**src/rtl/pss_pkg.sv**
```systemverilog
package pss_pkg;

    localparam int DEPTH = 32;
    // count must hold DEPTH itself
    localparam int CNT_W = $clog2(DEPTH + 1);
    localparam int POS_W = 6;
    localparam int LEN_W = 6;
    // compare width covers both the count and the position field
    localparam int CMP_W = (CNT_W > POS_W) ? CNT_W : POS_W;
    localparam int VAL_W = 32;

    localparam int IN_DATA_W  = 48;
    localparam int OUT_DATA_W = 40;

    typedef enum logic [2:0] {
        ACT_INS_FRONT = 3'd0,
        ACT_INS_END   = 3'd1,
        ACT_INS_POS   = 3'd2,
        ACT_DEL_FRONT = 3'd3,
        ACT_DEL_END   = 3'd4,
        ACT_DEL_POS   = 3'd5,
        ACT_LIST      = 3'd6
    } action_t;

    localparam logic [1:0] ST_OK    = 2'd0;
    localparam logic [1:0] ST_FULL  = 2'd1;
    localparam logic [1:0] ST_RANGE = 2'd2;
    localparam logic [1:0] ST_EMPTY = 2'd3;

    typedef enum logic [1:0] {
        OP_HOLD = 2'd0,
        OP_INS  = 2'd1,
        OP_DEL  = 2'd2,
        OP_ROT  = 2'd3
    } cell_op_t;

    typedef struct packed {
        cell_op_t           op;
        logic [CMP_W-1:0]   slot;
        logic [CMP_W-1:0]   count;
        logic [VAL_W-1:0]   value;
    } cell_ctrl_t;

    function automatic logic [LEN_W-1:0] len_field(input logic [CNT_W-1:0] cnt);
        logic [CMP_W-1:0] wide;
        wide = CMP_W'(cnt);
        return wide[LEN_W-1:0];
    endfunction

endpackage

```
**src/rtl/pss_cell.sv**
```systemverilog
module pss_cell (
    input  logic                        clk,
    input  pss_pkg::cell_ctrl_t         ctrl,
    input  logic [pss_pkg::CMP_W-1:0]   idx,
    input  logic [pss_pkg::VAL_W-1:0]   left_data,
    input  logic [pss_pkg::VAL_W-1:0]   right_data,
    input  logic [pss_pkg::VAL_W-1:0]   first_data,
    output logic [pss_pkg::VAL_W-1:0]   data
);
    import pss_pkg::*;

    logic [VAL_W-1:0] data_reg;
    logic [VAL_W-1:0] data_next;
    logic [CMP_W-1:0] idx_p1;

    assign idx_p1 = idx + CMP_W'(1);

    always_comb
    begin
        data_next = data_reg;
        case (ctrl.op)
            OP_INS:
            begin
                if (idx > ctrl.slot)
                    data_next = left_data;
                else if (idx == ctrl.slot)
                    data_next = ctrl.value;
            end
            OP_DEL:
            begin
                if (idx >= ctrl.slot)
                    data_next = right_data;
            end
            OP_ROT:
            begin
                // rotate only the occupied cells, tail takes the front
                if (idx_p1 == ctrl.count)
                    data_next = first_data;
                else if (idx_p1 < ctrl.count)
                    data_next = right_data;
            end
            default:
            begin
                data_next = data_reg;
            end
        endcase
    end

    always_ff @(posedge clk)
    begin
        data_reg <= data_next;
    end

    assign data = data_reg;

endmodule

```
**src/rtl/positional_sequence_store_unit.sv**
```systemverilog
// positional sequence store
// holds an ordered sequence of up to DEPTH signed 32-bit values in a row of
// shifting cells, front in cell 0.
// input channel s_*: one transaction per action; s_tdata carries action,
// value and position. output channel m_*: m_tdata carries status, element
// and length after the action; m_tuser is has_element, m_tlast marks the
// final result of an action.
// insert and delete move cells from the slot on at once on acceptance; the
// status result is shown in the next cycle, and with a ready receiver a new
// action is taken every cycle.
// list rotates the occupied cells one place per cycle while the output is
// free, emitting the front cell each time; acceptance enters the list state,
// each rotation loads the output register, the next action waits for the
// list state to end, and an empty list gives a single empty-status result.
// one action at a time: s_tready is high only while no list is running and
// the output register is empty or being taken.
// a stalled receiver holds the output register and the cell row; nothing
// is lost or reordered.
// reset clears the count, the control state and the output valid; cell
// contents are left as they are.
module positional_sequence_store_unit (
    input  logic                                clk,
    input  logic                                rst_n,
    input  logic                                s_tvalid,
    output logic                                s_tready,
    // action[2:0], value[34:3], position[40:35], zero pad
    input  logic [pss_pkg::IN_DATA_W-1:0]       s_tdata,
    output logic                                m_tvalid,
    input  logic                                m_tready,
    // status[1:0], element[33:2], length_now[39:34]
    output logic [pss_pkg::OUT_DATA_W-1:0]      m_tdata,
    // has_element
    output logic                                m_tuser,
    output logic                                m_tlast
);
    import pss_pkg::*;

    typedef enum logic [1:0] {
        S_IDLE = 2'b01,
        S_LIST = 2'b10
    } state_t;

    state_t            state_reg, state_next;
    logic [CNT_W-1:0]  count_reg, count_next;
    logic [CNT_W-1:0]  remain_reg, remain_next;

    logic              out_valid_reg, out_valid_next;
    logic [1:0]        out_status_reg, out_status_next;
    logic [VAL_W-1:0]  out_elem_reg, out_elem_next;
    logic              out_has_reg, out_has_next;
    logic              out_last_reg, out_last_next;
    logic [LEN_W-1:0]  out_len_reg, out_len_next;

    cell_ctrl_t        ctrl;
    logic [VAL_W-1:0]  cell_data [DEPTH];
    logic [VAL_W-1:0]  left_w    [DEPTH];
    logic [VAL_W-1:0]  right_w   [DEPTH];

    action_t           act;
    logic [VAL_W-1:0]  in_value;
    logic [POS_W-1:0]  in_pos;
    logic [CMP_W-1:0]  pos_x;
    logic [CMP_W-1:0]  count_x;
    logic              full;
    logic              empty;
    logic              accept;
    logic              out_free;

    assign act      = action_t'(s_tdata[2:0]);
    assign in_value = s_tdata[34:3];
    assign in_pos   = s_tdata[40:35];
    assign pos_x    = CMP_W'(in_pos);
    assign count_x  = CMP_W'(count_reg);
    assign full     = (count_x >= CMP_W'(DEPTH));
    assign empty    = (count_reg == '0);
    assign out_free = !out_valid_reg || m_tready;
    assign s_tready = (state_reg == S_IDLE) && out_free;
    assign accept   = s_tvalid && s_tready;

    always_comb
    begin
        state_next      = state_reg;
        count_next      = count_reg;
        remain_next     = remain_reg;
        out_valid_next  = out_valid_reg && !m_tready;
        out_status_next = out_status_reg;
        out_elem_next   = out_elem_reg;
        out_has_next    = out_has_reg;
        out_last_next   = out_last_reg;
        out_len_next    = out_len_reg;

        ctrl.op    = OP_HOLD;
        ctrl.slot  = '0;
        ctrl.count = count_x;
        ctrl.value = in_value;

        case (state_reg)
            S_IDLE:
            begin
                if (accept)
                begin
                    out_status_next = ST_OK;
                    out_elem_next   = '0;
                    out_has_next    = 1'b0;
                    out_last_next   = 1'b1;
                    out_valid_next  = 1'b1;
                    case (act)
                        ACT_INS_FRONT, ACT_INS_END, ACT_INS_POS:
                        begin
                            if (full)
                                out_status_next = ST_FULL;
                            else if (act == ACT_INS_POS && pos_x > count_x)
                                out_status_next = ST_RANGE;
                            else
                            begin
                                ctrl.op = OP_INS;
                                if (act == ACT_INS_END)
                                    ctrl.slot = count_x;
                                else if (act == ACT_INS_POS)
                                    ctrl.slot = pos_x;
                                count_next = count_reg + CNT_W'(1);
                            end
                        end
                        ACT_DEL_FRONT, ACT_DEL_END, ACT_DEL_POS:
                        begin
                            if (empty)
                                out_status_next = ST_EMPTY;
                            else if (act == ACT_DEL_POS &&
                                     (pos_x == '0 || pos_x > count_x))
                                out_status_next = ST_RANGE;
                            else
                            begin
                                ctrl.op = OP_DEL;
                                if (act == ACT_DEL_END)
                                    ctrl.slot = count_x - CMP_W'(1);
                                else if (act == ACT_DEL_POS)
                                    ctrl.slot = pos_x - CMP_W'(1);
                                count_next = count_reg - CNT_W'(1);
                            end
                        end
                        ACT_LIST:
                        begin
                            if (empty)
                                out_status_next = ST_EMPTY;
                            else
                            begin
                                out_valid_next = 1'b0;
                                remain_next    = count_reg;
                                state_next     = S_LIST;
                            end
                        end
                        default:
                        begin
                            out_status_next = ST_OK;
                        end
                    endcase
                    out_len_next = len_field(count_next);
                end
            end
            S_LIST:
            begin
                if (out_free)
                begin
                    ctrl.op         = OP_ROT;
                    out_valid_next  = 1'b1;
                    out_status_next = ST_OK;
                    out_elem_next   = cell_data[0];
                    out_has_next    = 1'b1;
                    out_last_next   = (remain_reg == CNT_W'(1));
                    out_len_next    = len_field(count_reg);
                    remain_next     = remain_reg - CNT_W'(1);
                    if (remain_reg == CNT_W'(1))
                        state_next = S_IDLE;
                end
            end
            default:
            begin
                state_next = S_IDLE;
            end
        endcase
    end

    always_ff @(posedge clk or negedge rst_n)
    begin
        if (!rst_n)
        begin
            state_reg     <= S_IDLE;
            count_reg     <= '0;
            remain_reg    <= '0;
            out_valid_reg <= 1'b0;
        end
        else
        begin
            state_reg     <= state_next;
            count_reg     <= count_next;
            remain_reg    <= remain_next;
            out_valid_reg <= out_valid_next;
        end
    end

    always_ff @(posedge clk)
    begin
        out_status_reg <= out_status_next;
        out_elem_reg   <= out_elem_next;
        out_has_reg    <= out_has_next;
        out_last_reg   <= out_last_next;
        out_len_reg    <= out_len_next;
    end

    genvar i;
    generate
        for (i = 0; i < DEPTH; i++)
        begin : g_cell
            if (i == 0)
            begin : g_head
                assign left_w[i] = cell_data[i];
            end
            else
            begin : g_left
                assign left_w[i] = cell_data[i-1];
            end
            if (i == DEPTH - 1)
            begin : g_tail
                assign right_w[i] = cell_data[i];
            end
            else
            begin : g_right
                assign right_w[i] = cell_data[i+1];
            end

            pss_cell u_cell (
                .clk        (clk),
                .ctrl       (ctrl),
                .idx        (CMP_W'(i)),
                .left_data  (left_w[i]),
                .right_data (right_w[i]),
                .first_data (cell_data[0]),
                .data       (cell_data[i])
            );
        end
    endgenerate

    assign m_tvalid = out_valid_reg;
    assign m_tdata  = {out_len_reg, out_elem_reg, out_status_reg};
    assign m_tuser  = out_has_reg;
    assign m_tlast  = out_last_reg;

endmodule

```
**config.mk**
```make
export PLATFORM = sky130hd
export DESIGN_NAME = positional_sequence_store_unit
export DESIGN_NICKNAME = d
export VERILOG_FILES = /design/src/rtl/pss_pkg.sv /design/src/rtl/pss_cell.sv /design/src/rtl/positional_sequence_store_unit.sv
export SDC_FILE = /design/constraint.sdc
export NUM_CORES = 2
export LEC_CHECK = 0
export ABC_CLOCK_PERIOD_IN_PS = 7100
export BUFFER_PORTS_ARGS = -buffer_cell sky130_fd_sc_hd__buf_2
export CORE_ASPECT_RATIO = 1.1
export CORE_MARGIN = 3
export CORE_UTILIZATION = 35
export DETAILED_ROUTE_END_ITERATION = 16
export GPL_TIMING_DRIVEN = 0
export SLEW_MARGIN = 10
export SYNTH_ARGS = -nofsm -noshare
export SYNTH_HDL_FRONTEND = slang
export SYNTH_SLANG_ARGS = --single-unit
```
**constraint.sdc**
```tcl
create_clock -name clk -period 7.1 [get_ports clk]
set_input_delay 1.42 -clock clk [delete_from_list [all_inputs] [get_ports clk]]
set_output_delay 1.42 -clock clk [all_outputs]
set_load 0.01 [all_outputs]
```
==> results.cfg <==
[detailed_routing]
drt_iter0_drc = 12300
wire_per_inst_um = 46.8
dr.pass1.iters = 9
wirelength_um = 381000
viasPerCell = 7.28
drtAntennaViolNets = 0
post-route-drc-count = 0
vias = 59300

[critical_path]
path_max_fanout = 10
worstSetupStartpointType = flop
reg2reg_slack_ns = -0.23
cp-end-kind = flop
cp.required_ns = 7.63
crit_arrival_ns = 7.86
reg2regPathDepth = 16
r2r-end = g_cell[30].u_cell.data[22]
worstReg2RegStart = count_reg[4]
crit_type = flop to flop

[timing]
grt_setup_unrepaired = yes
slew_viol_final = 17
finalWorstSetupSlack_ns = -0.227
setup_tns_ns = -0.302
final.period_utilization = 1.03
slew-limit-headroom = -0.0125
fmax_mhz = 136
hold_viol = 0
tightest_slew_ns = 1.52
period_minus_slack_ns = 7.33
setup_viol = 3
clock_skew_ns = 0.0301

[layout]
final_cell_mix = edfxtp_1, a22oi_1, mux2i_1
largest_reg_flops = 1024
mostFrequentLayoutCell = edfxtp_1
layout.nets = 5823
fillers = 16700
drive_gt1_frac = 0.105
final_cells = 8147
final_area_um2 = 69200
seq_area_um2 = 32400
syn2layout_area_growth_pct = 15.1
multiInputGateArea_um2 = 25300
finalCoreUtilization = 0.408

[yosys]
synth_area_per_cell_um2 = 11.0
synth_area_um2 = 60100
ys.flop_type = edfxtp_1
synthArstFlopShare = 0.0139
ys_types = 71
synth_area_leader_cell = edfxtp_1
synth-edff-count = 1066
yosysWarnings = 0
synth_top_area_frac = 0.533
synthTopCellsByArea = edfxtp_1, mux2i_1, a22oi_1
syn_nets = 5525
ys_ff_latch = 1081
syn_inst = 5458
ys_seq_area_frac = 0.539

[cts]
clockBufferDepth = 3
cts_buffers = 131
root_buffer = clkbuf_16
cts_hold_buf = 0
htreeDepth = 4
clk_latency_ns = 0.83
cts_tree = done
clkTransAtPathRegs_ns = 0.06
cts.sinks = 1081

[place]
io_buffers = 87
pre_cts_ws_ns = -0.104
dp_hpwl_um = 295000
placed_cell_area_um2 = 65000
dp.cells = 7861
place_congestion = 1.09

[floorplanning]
fp.dieH_um = 441
die_area_um2 = 177000
fp.coreArea_um2 = 170000
io-pin-count = 96
fp.dieW_um = 401
start_util = 0.354
rows = 158

[global_routing]
antenna_found_initial = 35
grt_pass1_wl_um = 496000
grt-ovfl-total = 0
grt_pass1_vias = 55800
grt_max_degree = 29
grt_usage = 0.414

[power_and_ir_drop]
p_clk_frac = 0.161
p_comb_frac = 0.465
p_sw_mw = 20.5
p_sw_frac = 0.484
p_leak_nw = 22.6
power.density_nw_per_um2 = 611
ir_drop_mv = 0.334
pwr-share-seq = 0.374
p_int_mw = 21.8

[run]
maxCapViolCount = 3

[hold_path]
hold_class = input pin to asynchronous set/reset pin

[outcome]
outcome = complete, but fails checks
violations = max-capacitance violations, max-slew violations, negative setup slack
[power groups by stage]
| stage | Combinational [mW] | Sequential [mW] | Clock, mW |
|---|---|---|---|
| floorplan | 9.25 | 14.4 | 0 |
| global placement | 16.9 | 16.2 | 0 |
| detailed placement | 18.4 | 15.7 | 0 |
| CTS | 18.4 | 15.6 | 6.70 |
| global route | 19.8 | 15.9 | 6.93 |
| finish | 19.7 | 15.8 | 6.79 |
[Yosys cell counts, types with 4 or more instances]
master	count
nor3_1	33
nor3b_1	4
o21a_1	5
a21oi_1	94
nand3_1	180
o22ai_1	7
a211oi_1	44
o211ai_1	133
nor4_1	6
buf_1	35
a222oi_1	32
or2_2	4
edfxtp_1	1066
and2_1	41
clkbuf_1	488
dfrtp_1	14
nor2_1	89
nand2_1	394
xnor2_1	11
buf_4	28
and3_1	10
a221oi_1	4
a22o_1	97
nand4_1	6
a21o_1	6
ha_1	15
a221o_1	65
a31oi_1	145
o21ai_0	561
o21ai_1	242
buf_6	4
buf_2	96
a311oi_1	4
nor2b_1	37
a22oi_1	742
mux2i_1	610
nand2b_1	5
a31oi_4	4
inv_1	47
[per-layer routing]
metal	vias to the layer above	track usage	wire length, um
li1	22200	-	-
met1	29600	0.495	133000
met2	5936	0.598	158000
met3	1456	0.135	50400
met4	20	0.365	39500
met5	-	0	144
[logic make-up (layout without fill, tap and decap cells)]
family                     Yosys count  after routing  share of synthesized area
xor gates and xnor gates            13             13                    0.00189
DFF                               1081           1081                      0.539
muxes                              612            612                      0.102
buffers and inverters              700           1102                     0.0480
other                                0             47                          0
AOI/OAI and AO/OA                 2211           2211                      0.244
and+or+nand+nor                    826            826                     0.0622
adders and majority gates           15             15                    0.00312
[through the flow]
step	hold slack [ns]	power (mW)
6_report	0.507	42.3
3_5_place_dp	0.504	34.1
3_3_place_gp	0.488	33.2
4_1_cts	0.492	40.8
2_1_floorplan	0.469	23.7
5_1_grt	0.532	42.6
[critical path, stage by stage (launching register included)]
cell and delay (ns):
dfrtp_1 0.32, clkbuf_1 0.37, clkbuf_1 0.51, clkinv_1 0.46
ha_1 0.42, nand4_1 0.13, o21bai_2 0.17, a21oi_2 0.17
o2111a_1 0.39, o31ai_1 0.64, nand2b_1 0.12, buf_2 0.28
clkbuf_1 0.48, nor2_1 0.98, buf_1 0.98, a22oi_1 0.23
o211ai_1 0.34
[worst max path at each step]
stage	to	depth (start not counted)	slack, ns	start
final	g_cell[30].u_cell.data[22]	16	-0.23	count_reg[4]
after global routing	g_cell[30].u_cell.data[22]	16	-0.06	count_reg[4]
after CTS	g_cell[25].u_cell.data[15]	17	0.16	count_reg[4]
after detailed placement	g_cell[25].u_cell.data[15]	17	-0.10	count_reg[4]
after global placement	g_cell[1].u_cell.data[4]	14	-5.15	count_reg[4]
after floorplan	g_cell[2].u_cell.data[0]	14	0.34	s_tdata[40]
[layout make-up]
| cell class | instances | area share |
|---|---|---|
| diodes | 47 | 0.00170 |
| plain buffers | 651 | 0.0401 |
| clock buffers | 170 | 0.0513 |
| clock inverters | 67 | 0.00691 |
| inverters | 49 | 0.00266 |
| multi-input cells | 3677 | 0.366 |
| flip-flops and latches | 1081 | 0.468 |
| well taps | 2240 | 0.0405 |
| repair buffers | 165 | 0.0230 |
[what timing repair did]
item | 4_1_cts | 5_1_grt
pin swaps | 0 | 1
setup buffers | 0 | 1
endpoints found under the setup margin | 30 | 137
gates resized for setup | 1 | 15
Power figures use the tool's default switching activity.
